--- src/hw/rtl/styled_thick_circle_rasterizer_unit_macros.svh ---
// ----------------------------------------------------------------------------
// stcr assertion macros
// shared concurrent assertion shorthands for the circle rasterizer
// ----------------------------------------------------------------------------
`ifndef STYLED_THICK_CIRCLE_RASTERIZER_UNIT_MACROS_SVH
`define STYLED_THICK_CIRCLE_RASTERIZER_UNIT_MACROS_SVH

// same-cycle implication, disabled while in reset
`define STCR_ASSERT_IMPLY(lbl, clk, rst, ante, cons, msg) \
   lbl: assert property (@(posedge clk) disable iff (rst) (ante) |-> (cons)) \
      else $error(msg);

// next-cycle implication, disabled while in reset
`define STCR_ASSERT_NEXT(lbl, clk, rst, ante, cons, msg) \
   lbl: assert property (@(posedge clk) disable iff (rst) (ante) |=> (cons)) \
      else $error(msg);

`endif

--- src/hw/rtl/stcr_pkg.sv ---
// ----------------------------------------------------------------------------
// stcr package
// shared types and constants of the thick circle rasterizer
// ----------------------------------------------------------------------------
`timescale 1ns / 1ps

package stcr_pkg;

   localparam int COORD_W     = 12;
   localparam int POINT_W     = 13;
   localparam int PATTERN_W   = 32;
   localparam int DASH_LEN_W  = 6;
   localparam int THICK_W     = 5;
   localparam int CSR_INDEX_W = 2;
   localparam int CSR_DATA_W  = 32;
   localparam int MIRROR_W    = 3;
   localparam int QUEUE_DEPTH = 2;
   localparam int QPTR_W      = $clog2(QUEUE_DEPTH);
   localparam int QCNT_W      = $clog2(QUEUE_DEPTH + 1);

   localparam logic [MIRROR_W-1:0] MIRROR_FIRST = 3'd0;
   localparam logic [MIRROR_W-1:0] MIRROR_LAST  = 3'd7;

   typedef enum logic [CSR_INDEX_W-1:0] {
      CSR_DASH_PATTERN   = 2'd0,
      CSR_DASH_LENGTH    = 2'd1,
      CSR_RING_THICKNESS = 2'd2
   } csr_index_type;

   typedef enum logic {
      MODE_LOAD = 1'b0,
      MODE_STEP = 1'b1
   } mode_type;

   typedef struct packed {
      logic                   en;
      logic [CSR_INDEX_W-1:0] index;
      logic [CSR_DATA_W-1:0]  data;
   } csr_write_type;

   // one step's work: either a column of eight mirrored points or a done answer
   typedef struct packed {
      logic               done;
      logic               visible;
      logic [POINT_W-1:0] walk_x;
      logic [POINT_W-1:0] walk_y;
      logic [COORD_W-1:0] center_x;
      logic [COORD_W-1:0] center_y;
   } job_type;

endpackage

--- src/hw/rtl/stcr_front.sv ---
// ----------------------------------------------------------------------------
// stcr front
// holds settings and walk state, turns each step transaction into one job
// ----------------------------------------------------------------------------
`timescale 1ns / 1ps

module stcr_front #(
   parameter int DASH_MAX    = 32,
   parameter int THICK_MAX   = 16,
   parameter int RADIUS_BITS = 10
) (
   input  logic                          clock,
   input  logic                          reset,
   input  stcr_pkg::csr_write_type       csr_write,
   input  logic                          in_valid,
   output logic                          in_ready,
   input  logic                          in_mode,
   input  logic [stcr_pkg::COORD_W-1:0]  in_center_x,
   input  logic [stcr_pkg::COORD_W-1:0]  in_center_y,
   input  logic [RADIUS_BITS-1:0]        in_radius,
   output logic                          push_valid,
   input  logic                          push_ready,
   output stcr_pkg::job_type             push_job
);

   localparam int WALK_W = RADIUS_BITS + 2;
   localparam int DEC_W  = RADIUS_BITS + 6;
   localparam int OFS_W  = $clog2(THICK_MAX + 1) + 2;
   localparam int DIDX_W = (DASH_MAX > 1) ? $clog2(DASH_MAX) : 1;
   localparam int LEN_W  = 7;

   localparam logic signed [OFS_W-1:0]  OFS_ONE  = OFS_W'(1);
   localparam logic signed [WALK_W-1:0] WALK_ONE = WALK_W'(1);
   localparam logic signed [DEC_W-1:0]  DEC_ZERO = DEC_W'(0);
   localparam logic signed [DEC_W-1:0]  DEC_SIX  = DEC_W'(6);
   localparam logic signed [DEC_W-1:0]  DEC_TEN  = DEC_W'(10);
   localparam logic signed [DEC_W-1:0]  DEC_INIT = DEC_W'(3);
   localparam logic [LEN_W-1:0]         LEN_ONE  = LEN_W'(1);
   localparam logic [LEN_W-1:0]         LEN_MAX  = LEN_W'(DASH_MAX);
   localparam logic [LEN_W-1:0]         PAT_BITS = LEN_W'(stcr_pkg::PATTERN_W);
   localparam logic [5:0]               THICK_LIM = 6'(THICK_MAX);

   // settings
   logic [stcr_pkg::PATTERN_W-1:0]  dash_pattern_ff, dash_pattern_in;
   logic [stcr_pkg::DASH_LEN_W-1:0] dash_length_ff, dash_length_in;
   logic [stcr_pkg::THICK_W-1:0]    ring_thickness_ff, ring_thickness_in;

   // figure state
   logic [stcr_pkg::COORD_W-1:0] center_x_ff, center_x_in;
   logic [stcr_pkg::COORD_W-1:0] center_y_ff, center_y_in;
   logic [RADIUS_BITS-1:0]       base_radius_ff, base_radius_in;
   logic signed [OFS_W-1:0]      ring_offset_ff, ring_offset_in;
   logic signed [WALK_W-1:0]     walk_x_ff, walk_x_in;
   logic signed [WALK_W-1:0]     walk_y_ff, walk_y_in;
   logic signed [DEC_W-1:0]      decision_ff, decision_in;
   logic [DIDX_W-1:0]            dash_index_ff, dash_index_in;
   logic                         ring_started_ff, ring_started_in;
   logic                         active_ff, active_in;

   logic                     accept;
   logic                     walking;
   logic                     ring_end;
   logic [5:0]               thick_eff;
   logic signed [OFS_W-1:0]  half_thick;
   logic signed [OFS_W-1:0]  first_ofs;
   logic signed [OFS_W-1:0]  last_ofs;
   logic signed [OFS_W-1:0]  last_p1;
   logic signed [OFS_W-1:0]  neg_base;
   logic signed [OFS_W-1:0]  ofs_a;
   logic signed [OFS_W-1:0]  ofs_b;
   logic signed [WALK_W-1:0] r_try;
   logic signed [WALK_W-1:0] r_ring;
   logic                     ring_ok;
   logic signed [DEC_W-1:0]  d_init;
   logic signed [WALK_W-1:0] x_nx;
   logic signed [WALK_W-1:0] y_nx;
   logic signed [DEC_W-1:0]  xs;
   logic signed [DEC_W-1:0]  ys;
   logic signed [DEC_W-1:0]  d_nx;
   logic                     dec_pos;
   logic [LEN_W-1:0]         len_eff;
   logic [LEN_W-1:0]         idx_eff;
   logic [LEN_W-1:0]         idx_inc;
   logic [LEN_W-1:0]         idx_nx;
   logic                     dash_bit;

   assign accept     = in_valid && push_ready;
   assign in_ready   = push_ready;
   assign push_valid = in_valid && (in_mode == stcr_pkg::MODE_STEP);

   // effective thickness and the offset range of its rings
   always_comb begin
      thick_eff  = (6'(ring_thickness_ff) > THICK_LIM) ? THICK_LIM : 6'(ring_thickness_ff);
      half_thick = $signed(OFS_W'(thick_eff >> 1));
      first_ofs  = thick_eff[0] ? -half_thick : (OFS_ONE - half_thick);
      last_ofs   = half_thick;
      last_p1    = last_ofs + OFS_ONE;
   end

   // ring advance with skipping of rings whose radius comes out negative
   always_comb begin
      walking  = active_ff && ring_started_ff && (walk_y_ff >= walk_x_ff);
      ring_end = active_ff && ring_started_ff && !(walk_y_ff >= walk_x_ff);
      ofs_a    = ring_end ? (ring_offset_ff + OFS_ONE) : ring_offset_ff;
      r_try    = $signed(WALK_W'(base_radius_ff)) + WALK_W'(ofs_a);
      neg_base = -$signed(OFS_W'(base_radius_ff));
      if ((ofs_a <= last_ofs) && (r_try < $signed(WALK_W'(0)))) begin
         ofs_b = (neg_base < last_p1) ? neg_base : last_p1;
      end else begin
         ofs_b = ofs_a;
      end
      ring_ok = (ofs_b <= last_ofs);
      r_ring  = $signed(WALK_W'(base_radius_ff)) + WALK_W'(ofs_b);
      d_init  = DEC_INIT - (DEC_W'(r_ring) <<< 1);
   end

   // one column of the midpoint walk
   always_comb begin
      dec_pos = (decision_ff > DEC_ZERO);
      x_nx    = walk_x_ff + WALK_ONE;
      y_nx    = dec_pos ? (walk_y_ff - WALK_ONE) : walk_y_ff;
      xs      = DEC_W'(x_nx);
      ys      = DEC_W'(y_nx);
      d_nx    = dec_pos ? (decision_ff + ((xs - ys) <<< 2) + DEC_TEN)
                        : (decision_ff + (xs <<< 2) + DEC_SIX);
   end

   // dash mask lookup, index wraps at the effective length
   always_comb begin
      len_eff = LEN_W'(dash_length_ff);
      if (len_eff == '0) begin
         len_eff = LEN_ONE;
      end
      if (len_eff > LEN_MAX) begin
         len_eff = LEN_MAX;
      end
      idx_eff  = (LEN_W'(dash_index_ff) >= len_eff) ? '0 : LEN_W'(dash_index_ff);
      dash_bit = (idx_eff < PAT_BITS) ? dash_pattern_ff[idx_eff[4:0]] : 1'b0;
      idx_inc  = idx_eff + LEN_ONE;
      idx_nx   = (idx_inc >= len_eff) ? '0 : idx_inc;
   end

   // settings writes
   always_comb begin
      dash_pattern_in   = dash_pattern_ff;
      dash_length_in    = dash_length_ff;
      ring_thickness_in = ring_thickness_ff;
      if (csr_write.en) begin
         case (csr_write.index)
            stcr_pkg::CSR_DASH_PATTERN: begin
               dash_pattern_in = csr_write.data;
            end
            stcr_pkg::CSR_DASH_LENGTH: begin
               dash_length_in = csr_write.data[stcr_pkg::DASH_LEN_W-1:0];
            end
            stcr_pkg::CSR_RING_THICKNESS: begin
               ring_thickness_in = csr_write.data[stcr_pkg::THICK_W-1:0];
            end
            default: begin
            end
         endcase
      end
   end

   // state update and job build
   always_comb begin
      center_x_in     = center_x_ff;
      center_y_in     = center_y_ff;
      base_radius_in  = base_radius_ff;
      ring_offset_in  = ring_offset_ff;
      walk_x_in       = walk_x_ff;
      walk_y_in       = walk_y_ff;
      decision_in     = decision_ff;
      dash_index_in   = dash_index_ff;
      ring_started_in = ring_started_ff;
      active_in       = active_ff;

      push_job          = '0;
      push_job.center_x = center_x_ff;
      push_job.center_y = center_y_ff;

      if (walking) begin
         push_job.walk_x  = stcr_pkg::POINT_W'(x_nx);
         push_job.walk_y  = stcr_pkg::POINT_W'(y_nx);
         push_job.visible = dash_bit;
      end else if (active_ff && ring_ok) begin
         push_job.walk_x  = '0;
         push_job.walk_y  = stcr_pkg::POINT_W'(r_ring);
         push_job.visible = 1'b1;
      end else begin
         push_job.done = 1'b1;
      end

      if (accept) begin
         if (in_mode == stcr_pkg::MODE_LOAD) begin
            center_x_in     = in_center_x;
            center_y_in     = in_center_y;
            base_radius_in  = in_radius;
            ring_offset_in  = first_ofs;
            walk_x_in       = '0;
            walk_y_in       = '0;
            decision_in     = '0;
            dash_index_in   = '0;
            ring_started_in = 1'b0;
            active_in       = 1'b1;
         end else if (walking) begin
            walk_x_in     = x_nx;
            walk_y_in     = y_nx;
            decision_in   = d_nx;
            dash_index_in = DIDX_W'(idx_nx);
         end else if (active_ff) begin
            ring_offset_in  = ofs_b;
            ring_started_in = ring_ok;
            active_in       = ring_ok;
            if (ring_ok) begin
               walk_x_in     = '0;
               walk_y_in     = r_ring;
               decision_in   = d_init;
               dash_index_in = '0;
            end
         end
      end
   end

   always_ff @(posedge clock) begin
      if (reset) begin
         dash_pattern_ff   <= '1;
         dash_length_ff    <= stcr_pkg::DASH_LEN_W'(1);
         ring_thickness_ff <= stcr_pkg::THICK_W'(1);
         ring_started_ff   <= 1'b0;
         active_ff         <= 1'b0;
      end else begin
         dash_pattern_ff   <= dash_pattern_in;
         dash_length_ff    <= dash_length_in;
         ring_thickness_ff <= ring_thickness_in;
         ring_started_ff   <= ring_started_in;
         active_ff         <= active_in;
      end
   end

   always_ff @(posedge clock) begin
      if (reset) begin
         center_x_ff    <= '0;
         center_y_ff    <= '0;
         base_radius_ff <= '0;
         ring_offset_ff <= '0;
         walk_x_ff      <= '0;
         walk_y_ff      <= '0;
         decision_ff    <= '0;
         dash_index_ff  <= '0;
      end else begin
         center_x_ff    <= center_x_in;
         center_y_ff    <= center_y_in;
         base_radius_ff <= base_radius_in;
         ring_offset_ff <= ring_offset_in;
         walk_x_ff      <= walk_x_in;
         walk_y_ff      <= walk_y_in;
         decision_ff    <= decision_in;
         dash_index_ff  <= dash_index_in;
      end
   end

endmodule

--- src/hw/rtl/stcr_queue.sv ---
// ----------------------------------------------------------------------------
// stcr queue
// short job fifo between the step front and the point serializer
// ----------------------------------------------------------------------------
`timescale 1ns / 1ps

module stcr_queue (
   input  logic              clock,
   input  logic              reset,
   input  logic              push_valid,
   output logic              push_ready,
   input  stcr_pkg::job_type push_job,
   output logic              pop_valid,
   input  logic              pop_ready,
   output stcr_pkg::job_type pop_job
);

   stcr_pkg::job_type                 mem_ff [stcr_pkg::QUEUE_DEPTH];
   logic [stcr_pkg::QPTR_W-1:0]       wr_ptr_ff, wr_ptr_in;
   logic [stcr_pkg::QPTR_W-1:0]       rd_ptr_ff, rd_ptr_in;
   logic [stcr_pkg::QCNT_W-1:0]       count_ff, count_in;
   logic                              do_push;
   logic                              do_pop;

   assign push_ready = (count_ff != stcr_pkg::QCNT_W'(stcr_pkg::QUEUE_DEPTH));
   assign pop_valid  = (count_ff != '0);
   assign pop_job    = mem_ff[rd_ptr_ff];
   assign do_push    = push_valid && push_ready;
   assign do_pop     = pop_valid && pop_ready;

   always_comb begin
      wr_ptr_in = do_push ? (wr_ptr_ff + stcr_pkg::QPTR_W'(1)) : wr_ptr_ff;
      rd_ptr_in = do_pop ? (rd_ptr_ff + stcr_pkg::QPTR_W'(1)) : rd_ptr_ff;
      count_in  = count_ff;
      if (do_push && !do_pop) begin
         count_in = count_ff + stcr_pkg::QCNT_W'(1);
      end else if (!do_push && do_pop) begin
         count_in = count_ff - stcr_pkg::QCNT_W'(1);
      end
   end

   always_ff @(posedge clock) begin
      if (reset) begin
         wr_ptr_ff <= '0;
         rd_ptr_ff <= '0;
         count_ff  <= '0;
      end else begin
         wr_ptr_ff <= wr_ptr_in;
         rd_ptr_ff <= rd_ptr_in;
         count_ff  <= count_in;
      end
   end

   always_ff @(posedge clock) begin
      if (do_push) begin
         mem_ff[wr_ptr_ff] <= push_job;
      end
   end

endmodule

--- src/hw/rtl/stcr_back.sv ---
// ----------------------------------------------------------------------------
// stcr back
// walks the eight octant mirrors of a job into a registered result stage
// ----------------------------------------------------------------------------
`timescale 1ns / 1ps

module stcr_back (
   input  logic                          clock,
   input  logic                          reset,
   input  logic                          pop_valid,
   output logic                          pop_ready,
   input  stcr_pkg::job_type             pop_job,
   output logic                          out_valid,
   input  logic                          out_ready,
   output logic [stcr_pkg::POINT_W-1:0]  out_point_x,
   output logic [stcr_pkg::POINT_W-1:0]  out_point_y,
   output logic                          out_visible,
   output logic                          out_last,
   output logic                          out_done
);

   logic [stcr_pkg::MIRROR_W-1:0] phase_ff, phase_in;
   logic                          valid_ff, valid_in;
   logic [stcr_pkg::POINT_W-1:0]  point_x_ff, point_x_in;
   logic [stcr_pkg::POINT_W-1:0]  point_y_ff, point_y_in;
   logic                          visible_ff, visible_in;
   logic                          last_ff, last_in;
   logic                          done_ff, done_in;

   logic                          out_free;
   logic                          load;
   logic                          job_end;
   logic [stcr_pkg::POINT_W-1:0]  cx;
   logic [stcr_pkg::POINT_W-1:0]  cy;
   logic [stcr_pkg::POINT_W-1:0]  a;
   logic [stcr_pkg::POINT_W-1:0]  b;

   assign out_free  = !valid_ff || out_ready;
   assign load      = out_free && pop_valid;
   assign job_end   = pop_job.done || (phase_ff == stcr_pkg::MIRROR_LAST);
   assign pop_ready = out_free && job_end;

   // phase bit 2 swaps the axes, bit 1 negates y, bit 0 negates x
   always_comb begin
      cx = stcr_pkg::POINT_W'($signed(pop_job.center_x));
      cy = stcr_pkg::POINT_W'($signed(pop_job.center_y));
      a  = phase_ff[2] ? pop_job.walk_y : pop_job.walk_x;
      b  = phase_ff[2] ? pop_job.walk_x : pop_job.walk_y;
   end

   always_comb begin
      phase_in   = phase_ff;
      valid_in   = valid_ff;
      point_x_in = point_x_ff;
      point_y_in = point_y_ff;
      visible_in = visible_ff;
      last_in    = last_ff;
      done_in    = done_ff;
      if (out_free) begin
         valid_in = load;
      end
      if (load) begin
         if (pop_job.done) begin
            point_x_in = '0;
            point_y_in = '0;
            visible_in = 1'b0;
            last_in    = 1'b1;
            done_in    = 1'b1;
         end else begin
            point_x_in = phase_ff[0] ? (cx - a) : (cx + a);
            point_y_in = phase_ff[1] ? (cy - b) : (cy + b);
            visible_in = pop_job.visible;
            last_in    = (phase_ff == stcr_pkg::MIRROR_LAST);
            done_in    = 1'b0;
         end
         phase_in = job_end ? stcr_pkg::MIRROR_FIRST
                            : (phase_ff + stcr_pkg::MIRROR_W'(1));
      end
   end

   always_ff @(posedge clock) begin
      if (reset) begin
         phase_ff <= stcr_pkg::MIRROR_FIRST;
         valid_ff <= 1'b0;
      end else begin
         phase_ff <= phase_in;
         valid_ff <= valid_in;
      end
   end

   always_ff @(posedge clock) begin
      point_x_ff <= point_x_in;
      point_y_ff <= point_y_in;
      visible_ff <= visible_in;
      last_ff    <= last_in;
      done_ff    <= done_in;
   end

   assign out_valid   = valid_ff;
   assign out_point_x = point_x_ff;
   assign out_point_y = point_y_ff;
   assign out_visible = visible_ff;
   assign out_last    = last_ff;
   assign out_done    = done_ff;

endmodule

--- src/hw/rtl/styled_thick_circle_rasterizer_unit.sv ---
// ----------------------------------------------------------------------------
// styled thick circle rasterizer unit
// dashed, thick midpoint circle drawer with a stream in and a stream out
// ----------------------------------------------------------------------------
// A load transaction (tuser 0) stores center and radius and restarts the
// figure; it yields no result. Each step transaction (tuser 1) advances the
// midpoint walk of the current ring by one column and yields the eight
// octant-mirrored points of that column, the eighth with tlast; once every
// ring is drawn a step yields a single result with tuser (figure done) and
// tlast set. Rings run from the innermost offset outward, each ring's first
// column is always visible and later columns follow the dash pattern, which
// restarts for every ring. The front accepts a transaction every cycle while
// its two-entry job queue has room; the point serializer behind it puts out
// one result per cycle while the result channel is ready and a job is queued.
// Settings are taken at any time on the csr channel and read live by every
// step; there is no clearing pass after reset.
`timescale 1ns / 1ps
`include "styled_thick_circle_rasterizer_unit_macros.svh"

module styled_thick_circle_rasterizer_unit #(
   parameter int DASH_MAX    = 32,
   parameter int THICK_MAX   = 16,
   parameter int RADIUS_BITS = 10
) (
   input  logic                                    clock,
   input  logic                                    reset,
   // configuration writes
   input  logic                                    csr_valid,
   output logic                                    csr_ready,
   input  logic [stcr_pkg::CSR_INDEX_W-1:0]        csr_index,
   input  logic [stcr_pkg::CSR_DATA_W-1:0]         csr_data,
   // input items
   input  logic                                    req_tvalid,
   output logic                                    req_tready,
   // center_x[11:0], center_y[23:12], radius, zero fill to whole bytes
   input  logic [((24 + RADIUS_BITS + 7) / 8) * 8 - 1:0] req_tdata,
   // mode
   input  logic                                    req_tuser,
   // result items
   output logic                                    rsp_tvalid,
   input  logic                                    rsp_tready,
   // point_x[12:0], point_y[25:13], visible[26], zero fill [31:27]
   output logic [31:0]                             rsp_tdata,
   // last_of_step
   output logic                                    rsp_tlast,
   // figure_done
   output logic                                    rsp_tuser
);

   stcr_pkg::csr_write_type      csr_write;
   stcr_pkg::job_type            push_job;
   stcr_pkg::job_type            pop_job;
   logic                         push_valid;
   logic                         push_ready;
   logic                         pop_valid;
   logic                         pop_ready;
   logic [stcr_pkg::POINT_W-1:0] point_x;
   logic [stcr_pkg::POINT_W-1:0] point_y;
   logic                         visible;

   // settings are always accepted
   assign csr_ready = 1'b1;
   assign csr_write = '{en: csr_valid && csr_ready, index: csr_index, data: csr_data};

   // front: settings, walk state, one job per step transaction
   stcr_front #(
      .DASH_MAX    (DASH_MAX),
      .THICK_MAX   (THICK_MAX),
      .RADIUS_BITS (RADIUS_BITS)
   ) u_front (
      .clock       (clock),
      .reset       (reset),
      .csr_write   (csr_write),
      .in_valid    (req_tvalid),
      .in_ready    (req_tready),
      .in_mode     (req_tuser),
      .in_center_x (req_tdata[11:0]),
      .in_center_y (req_tdata[23:12]),
      .in_radius   (req_tdata[24 +: RADIUS_BITS]),
      .push_valid  (push_valid),
      .push_ready  (push_ready),
      .push_job    (push_job)
   );

   // job queue decouples step acceptance from point output
   stcr_queue u_queue (
      .clock      (clock),
      .reset      (reset),
      .push_valid (push_valid),
      .push_ready (push_ready),
      .push_job   (push_job),
      .pop_valid  (pop_valid),
      .pop_ready  (pop_ready),
      .pop_job    (pop_job)
   );

   // back: eight mirrored points per column job, or one done result, into the output register
   stcr_back u_back (
      .clock       (clock),
      .reset       (reset),
      .pop_valid   (pop_valid),
      .pop_ready   (pop_ready),
      .pop_job     (pop_job),
      .out_valid   (rsp_tvalid),
      .out_ready   (rsp_tready),
      .out_point_x (point_x),
      .out_point_y (point_y),
      .out_visible (visible),
      .out_last    (rsp_tlast),
      .out_done    (rsp_tuser)
   );

   assign rsp_tdata = {5'b0, visible, point_y, point_x};

   // a done answer is a single, masked result
   `STCR_ASSERT_IMPLY(a_done_is_last, clock, reset, rsp_tvalid && rsp_tuser, rsp_tlast && !visible, "done result without tlast or with visible set")

   // output drains when the queue behind it is empty
   `STCR_ASSERT_NEXT(a_drain_empty, clock, reset, rsp_tvalid && rsp_tready && !pop_valid, !rsp_tvalid, "result shown with no job queued")

   // an idle block shows a step's first result once its job has passed the queue and the output register
   `STCR_ASSERT_IMPLY(a_step_latency, clock, reset, req_tvalid && req_tready && req_tuser && !rsp_tvalid && !pop_valid, ##2 rsp_tvalid, "step result missing after two cycles")

endmodule
--- config.mk ---
export PLATFORM = sky130hd
export DESIGN_NAME = styled_thick_circle_rasterizer_unit
export DESIGN_NICKNAME = d
export VERILOG_FILES = /design/src/hw/rtl/stcr_pkg.sv /design/src/hw/rtl/stcr_front.sv /design/src/hw/rtl/stcr_queue.sv /design/src/hw/rtl/stcr_back.sv /design/src/hw/rtl/styled_thick_circle_rasterizer_unit.sv
export VERILOG_INCLUDE_DIRS = /design/src /design/src/hw/rtl
export SDC_FILE = /design/constraint.sdc
export NUM_CORES = 1
export LEC_CHECK = 0
export BUFFER_PORTS_ARGS = -buffer_cell sky130_fd_sc_hd__buf_4
export CAP_MARGIN = 10
export CELL_PAD_IN_SITES_DETAIL_PLACEMENT = 0
export CELL_PAD_IN_SITES_GLOBAL_PLACEMENT = 1
export CORE_MARGIN = 2
export CORE_UTILIZATION = 44
export CTS_CLUSTER_DIAMETER = 80
export CTS_CLUSTER_SIZE = 20
export DETAILED_ROUTE_END_ITERATION = 10
export GPL_TIMING_DRIVEN = 0
export MAX_ROUTING_LAYER = met4
export PLACE_DENSITY_LB_ADDON = 0.1
export SYNTH_ARGS = -nofsm -noshare
export SYNTH_HDL_FRONTEND = slang
export SYNTH_SLANG_ARGS = --single-unit
--- constraint.sdc ---
create_clock -name clock -period 6.8 [get_ports clock]
set_clock_uncertainty 0.05 [all_clocks]
set_input_delay 1.36 -clock clock [delete_from_list [all_inputs] [get_ports clock]]
set_output_delay 1.36 -clock clock [all_outputs]
set_load 0.01 [all_outputs]
Word level (Yosys, flattened, before mapping)
Memories as Yosys holds them, arrays and structs flattened. A register that Yosys moved wholly into a read port is not among the register bits.
Index checks and enable logic that the tools add are counted.
- $mul: 0
- div/mod/pow operators: 0
- reduce and logical (&&, ||, !) cells: 30
- $add $sub $neg: 25
- order comparisons: 12
- eq/ne operators: 8
- bitwise logic cells: 1
- shifts and indexed selects: 0
- muxes and demuxes: 55
- operator list (kind ; number):
    $mux W12 ; 9
    $mux W16 ; 5
    $mux W27 ; 2
    $mux W13 ; 4
    $mux W7 ; 7
    $mux W5 ; 7
    $add A13 B13 Y13 ; 2
    $sub A13 B13 Y13 ; 2
    $add A11 B7 Y12 ; 2
    $add A16 B14 Y16 ; 1
    $add A16 B16 Y16 ; 1
    $add A16 B4 Y16 const B ; 1
    $add A16 B5 Y16 const B ; 1
    $gt A16 B1 Y1 const B ; 1
    $mux W1 ; 15
    $le A7 B5 Y1 ; 2
    $sub A3 B13 Y14 const A ; 1
    $logic_and A1 B1 Y1 ; 13
    $sub A12 B12 Y13 ; 1
    $add A12 B2 Y12 const B ; 1
    $add A5 B1 Y6 const B ; 2
    $ge A12 B12 Y1 ; 1
    $lt A12 B1 Y1 const B ; 1
    $mux W6 ; 2
    33 further kinds ; 47
- flip-flop bits (word level): 168
- input bits: 80
- output and inout port bits: 37
- bits in read-only memories: 0
- logic and storage cells: 155
- memories kept: 1
- bits in latches: 0
- memory bits (writable): 104
- memories (name ; depth ; width ; read ports ; clocked after Yosys merged registers in ; wr ports ; RTL line ; text):
    u_queue.mem_ff ; 2 ; 52 ; 1 ; 1 ; 1 ; stcr_queue.sv:18 ; stcr_pkg::job_type mem_ff [stcr_pkg::QUEUE_DEPTH];

Logic depth before layout (Yosys ltp)
- depth in word-level cells: 14
- gate-level depth with buffers: 30

Modules after synthesis
From an unflattened synthesis, not the netlist that was laid out.
- cell total of the unflattened synthesis: 1860
- area, all modules: 17828.3 um^2
- modules (own cells, without submodules) (module ; times used ; sequential area each (um^2) ; cells an instance ; area each (um^2)):
    stcr_front ; 1 ; 2622.5 ; 1298 ; 10480.1
    stcr_queue ; 1 ; 3223.1 ; 186 ; 3971.3
    stcr_back ; 1 ; 950.9 ; 367 ; 3316.9
    styled_thick_circle_rasterizer_unit ; 1 ; 0.0 ; 9 ; 60.1

Worst setup path before layout
OpenSTA, ideal clock, no wires.
- path kind: reg-to-reg
- start point: register u_front.walk_x_ff[11]
- end point: register u_front.decision_ff[11]
- path buffers: 0
- slack: -0.150 ns
- library setup time: 0.134 ns
- clock period less this slack: 6.950 ns
- cell stages (with the launch flop): 27
- required time: 6.616 ns
- arrival: 6.766 ns
- path through: dfxtp_1 inv_1 ha_1 and4_4 a221oi_2 o21a_1 a41oi_1 o31ai_1 nand2_1 ha_1 nand4_1 or3_1 nor3b_1 a32o_1 or4b_4 a211oi_2 mux2_2 ha_1 a21oi_1 o22a_1 a22oi_1 a2111oi_0 nand2_1 nor4_1 xnor3_1 a21oi_1 a211oi_1
- cells in the longest elaborated chain, start to end: 14
- elaborated cells between the ends (all ways): 20
- those cells by class: 3 x add/sub; 4 x order compare; 2 x eq/ne; 6 x mux; 5 x reduce/logical
- RTL lines (element ; RTL line ; text):
    start, declared ; stcr_front.sv:53 ; logic signed [WALK_W-1:0] walk_x_ff, walk_x_in;
    start signal, assigned ; stcr_front.sv:256 ; walk_x_ff <= walk_x_in;
    $ge A12 B12 Y1 * ; stcr_front.sv:102, stcr_front.sv:103 ;
    $logic_not A1 Y1 ; stcr_front.sv:103 ; ring_end = active_ff && ring_started_ff && !(walk_y_ff >= walk_x_ff);
    $logic_and A1 B1 Y1 ; stcr_front.sv:103 ;
    $mux W7 ; stcr_front.sv:104 ; ofs_a = ring_end ? (ring_offset_ff + OFS_ONE) : ring_offset_ff;
    $add A11 B7 Y12 ; stcr_front.sv:105 ; r_try = $signed(WALK_W'(base_radius_ff)) + WALK_W'(ofs_a);
    $lt A12 B1 Y1 ; stcr_front.sv:107 ; if ((ofs_a <= last_ofs) && (r_try < $signed(WALK_W'(0)))) begin
    $logic_and A1 B1 Y1 ; stcr_front.sv:107 ;
    $mux W7 ; stcr_front.sv:107 ;
    $add A11 B7 Y12 ; stcr_front.sv:113 ; r_ring = $signed(WALK_W'(base_radius_ff)) + WALK_W'(ofs_b);
    $sub A3 B13 Y14 ; stcr_front.sv:114 ; d_init = DEC_INIT - (DEC_W'(r_ring) <<< 1);
    $mux W16 ; stcr_front.sv:215 ; if (ring_ok) begin
    $mux W16 ; stcr_front.sv:211 ; end else if (active_ff) begin
    $mux W16 ; stcr_front.sv:206 ; end else if (walking) begin
    $mux W16 ; stcr_front.sv:195 ; if (in_mode == stcr_pkg::MODE_LOAD) begin
    end signal, assigned ; stcr_front.sv:258 ; decision_ff <= decision_in;
    end, declared ; stcr_front.sv:55 ; logic signed [DEC_W-1:0] decision_ff, decision_in;
Mark *: on every way between the ends. The rest lies on a longest branch, timed or not. The select of a mux whose other input is x is not followed.
A chain may end at the register's enable or synchronous reset.

Final worst setup path
- start point: register u_front.walk_x_ff[11]
- end point: register u_front.walk_y_ff[5]
- cells in the longest elaborated chain, start to end: 13
- elaborated cells between the ends (all ways): 19
- those cells by class: 2 x add/sub; 4 x order compare; 2 x eq/ne; 6 x mux; 5 x reduce/logical
- RTL lines (element ; RTL line ; text):
    $ge A12 B12 Y1 * ; stcr_front.sv:102, stcr_front.sv:103 ;
    $logic_not A1 Y1 ; stcr_front.sv:103 ;
    $logic_and A1 B1 Y1 ; stcr_front.sv:103 ;
    $mux W7 ; stcr_front.sv:104 ;
    $add A11 B7 Y12 ; stcr_front.sv:105 ;
    $lt A12 B1 Y1 ; stcr_front.sv:107 ;
    $logic_and A1 B1 Y1 ; stcr_front.sv:107 ;
    $mux W7 ; stcr_front.sv:107 ;
    $add A11 B7 Y12 ; stcr_front.sv:113 ;
    $mux W12 ; stcr_front.sv:215 ;
    $mux W12 ; stcr_front.sv:211 ;
    $mux W12 ; stcr_front.sv:206 ;
    $mux W12 ; stcr_front.sv:195 ;
    end signal, assigned ; stcr_front.sv:257 ; walk_y_ff <= walk_y_in;
    end, declared ; stcr_front.sv:54 ; logic signed [WALK_W-1:0] walk_y_ff, walk_y_in;
Marks and branches as above.

==> results by group <==
Worst setup path
  – Reg-to-reg endpoint: u_front.walk_y_ff[5]
  – Worst-path fanout max: 6
  – Slowest stage cell, crit path: or4_4
  – Reg2reg path depth: 29
  – R2R Path Start: u_front.walk_x_ff[11]
  – Crit path DAT: 7.24 ns
  – Reg2reg setup slack: -0.03 ns
  – Crit. Startpoint: u_front.walk_x_ff[11]
  – CP required: 7.22 ns
  – Setup crit start kind: flop
  – Worst setup endpoint: u_front.walk_y_ff[5]
  – CP Class: flop to flop
  – CP peak stage delay: 0.58 ns
  – CP endpoint kind: flop

Timing
  – Final setup vio count: 3
  – Post-route minimum period: 6.83 ns
  – Tcrit/Tclk final: 100%
  – F_max: 0.147 GHz
  – Final Hold Vio Count: 0
  – Setup repair after global routing missed its margin: true
  – Slew Limit Fails: 0
  – Final worst setup slack: -0.0256 ns
  – Slew @ Worst Pin: 1.01 ns
  – Slew margin rel.: 32.2%
  – Setup TNS: -0.0469 ns

Run status
  – Status: finished with violations
  – Failing checks: setup timing

CTS
  – Worst skew pair latency: 0.54 ns
  – Root buf cell: clkbuf_16
  – CTS Buf Count: 20
  – Clk slew on worst S/H paths: 0.08 ns
  – TritonCTS clock tree: done
  – CTS max path bufs: 3
  – H-tree lvl count: 1
  – Hold Buf Count CTS: 0
  – Sink Count: 269

Logic synthesis
  – Yosys reg bits: 269
  – Synthesized area per cell: 9.48 µm²
  – Seq/Total Area, Yosys: 38.7%
  – Number of synthesized flops with an enable pin: 129
  – Synthesized cell area: 0.0172 mm²
  – Share of synthesized registers carrying an async set or reset: 0%
  – Warnings, synthesis: 0
  – Post-synth cell types: 77
  – Post-synth top flop: dfxtp_1
  – Syn Inst Count: 1819

Power
  – VDD IR max: 282 µV
  – Pint: 4.24 mW
  – Net Sw Frac: 40.4%
  – Clk pwr share: 17.6%
  – Pleak: 8.26 nW
  – Net Switching: 2.87 mW
  – Combinational Power Share: 53.0%
  – Tot Pwr: 7.11 mW
  – Power density cells: 342 mW/mm²
  – Reg power frac: 29.4%

Routing
  – First-pass DRT Iterations: 5
  – Routed vias/inst: 5.56
  – Residual DRC: 0
  – DR vias: 14123
  – WL final: 51100 µm
  – DR iter-0 viols: 824
  – ANT nets after route: 0
  – Wirelength per Cell: 20.1 µm

GRT
  – Grt total ovfl: 0
  – Number of global-route vias before repair: 13363
  – Largest net degree at the start of global routing: 33
  – Gr usage total: 24.8%
  – First-pass GRT wire length: 76400 µm
  – Initial antenna violation count: 0

Place
  – DP Worst Slack: -1.21 ns
  – Port Buffers: 103
  – Post-Place Cell Area: 0.0187 mm²
  – Placed Cells incl. Taps: 2447
  – Half-perimeter wire length after placement: 38800 µm
  – Routability cong.: 0.929

Finish
  – Syn-to-layout area delta: 20.6%
  – Number of diodes: 0
  – Fin area: 0.0208 mm²
  – Fin cells: 2538
  – Layout net count: 2248
  – # fillers: 3587
  – Share of cells above drive strength 1: 19.3%

Floorplanning
  – Die Width: 202 µm
  – # rows: 72
  – IO Pins: 117
  – Initial Utilization: 44.6%
  – CORE AREA: 0.0386 mm²
  – Die Area: 0.0408 mm²
  – Die H: 202 µm

Flow run
  – Max-cap violations: 0

Worst hold path
  – Hold Path Class: flop to flop
## power by group through the flow
stage / Combinational, mW / Sequential [mW] / Clock [mW]
detailed placement: 3.45 / 2.13 / 0
finish: 3.77 / 2.09 / 1.25
global placement: 3.41 / 2.13 / 0
floorplan: 2.44 / 2.15 / 0
global route: 4.15 / 2.11 / 1.34
CTS: 3.58 / 2.09 / 1.28
## cell type report
type / instances / area, µm² / share of cell area, %
plain buffers: 83 / 447 / 2.15
clock buffers: 27 / 549 / 2.64
clock inverters: 8 / 105 / 0.506
inverters: 89 / 337 / 1.62
multi-input cells: 1382 / 10600 / 51.1
flip-flops and latches: 269 / 6710 / 32.3
well taps: 518 / 648 / 3.12
repair buffers: 162 / 1380 / 6.61
## placed cells by master, fill, tap and decap left out, types with 58 or more instances in the layout
master,count
buf_4,157
nand2_1,141
ha_1,141
nor2_1,140
a21oi_1,139
edfxtp_1,129
dfxtp_1,123
inv_1,84
xnor2_1,79
nor2b_1,71
clkbuf_1,67
o21ai_0,58
## flip-flops by register name, indices dropped and copies added, names as in the netlist, 12 cells and up, named ones only
register,count
u_queue.mem_ff,100
u_front.dash_pattern_ff,32
u_front.decision_ff,16
u_back.out_point_x,13
u_back.out_point_y,13
u_front.center_x_ff,12
u_front.center_y_ff,12
u_front.walk_x_ff,12
u_front.walk_y_ff,12
## synthesized netlist by cell type (12+ instances only)
cell      instances  area share [%]
ha_1            155              11
nor2_1          150             3.3
a21oi_1         147             4.3
nand2_1         146             3.2
dfxtp_1         140              16
edfxtp_1        129              22
inv_1            89             1.9
xnor2_1          83             4.2
nor2b_1          72             2.6
clkbuf_1         66             1.4
o21ai_0          66             1.9
nor3_1           53             1.5
mux2i_1          43             2.5
a211o_1          42             2.1
mux2_2           39             2.5
xor2_1           39             2.0
nand2b_1         35             1.3
nand3_1          33            0.96
a21o_1           27             1.2
a31oi_1          17            0.62
and3_1           17            0.62
o21a_1           15            0.65
a211oi_1         14            0.61
nor4_1           14            0.51
mux4_2           12             1.6
## worst max-delay path, delay by kind of cell (launching register included)
| kind | cells | cell delay (ns) |
|---|---|---|
| fa+ha+maj | 3 | 0.68 |
| buf+inv | 4 | 0.53 |
| compound gates | 12 | 2.50 |
| mux | 1 | 0.34 |
| flops | 1 | 0.34 |
| simple gates | 9 | 2.30 |
## kinds of logic (layout without fill, tap and decap cells)
| kind of cell | after synthesis | after routing | synth area share (%) |
|---|---|---|---|
| DFF | 269 | 269 | 38.7 |
| buffers and inverters | 173 | 369 | 4.01 |
| and+or+nand+nor | 592 | 592 | 17.0 |
| other | 2 | 7 | 0.0436 |
| AOI/OAI and AO/OA | 405 | 405 | 15.3 |
| muxes | 94 | 94 | 6.61 |
| xor gates and xnor gates | 123 | 123 | 6.33 |
| adders and majority gates | 161 | 161 | 11.9 |
## worst min path at each step
stage          cells after the start                    start               endpoint  slack [ns]
2_1_floorplan                      0   u_front.center_y_ff[0]   u_queue.mem_ff[0][0]        0.38
4_1_cts                            0  u_front.center_y_ff[10]  u_queue.mem_ff[1][10]        0.41
3_5_place_dp                       0  u_front.center_y_ff[10]  u_queue.mem_ff[1][10]        0.39
3_3_place_gp                       0   u_front.center_y_ff[2]   u_queue.mem_ff[0][2]        0.38
5_1_grt                            0   u_front.center_x_ff[4]  u_queue.mem_ff[1][16]        0.42
6_report                           0   u_front.center_x_ff[1]  u_queue.mem_ff[0][13]        0.41
## timing repair
action,CTS,global route
cloned,0,5
gates resized for setup,87,95
pin swaps,26,60
endpoints found under the setup margin,75,73
setup buffers,23,29
## stage by stage
stage                     util, %  hold WS, ns
after global routing         53.8        0.419
final                        53.8        0.407
after floorplan                 -        0.375
after detailed placement     48.5        0.388
after CTS                    51.6        0.408
after global placement       48.4        0.379
## layer usage
metal | wire, µm | part of all wire [%] | GRT usage, % | up-vias
li1 | - | - | - | 6931
met1 | 22300 | 44 | 31.0 | 6769
met3 | 2170 | 4.3 | 3.19 | 90
met5 | 0 | 0 | - | -
met2 | 24600 | 48 | 41.1 | 333
met4 | 1950 | 3.8 | 8.90 | 0
No activity file was read; power rests on OpenSTA's default activity.
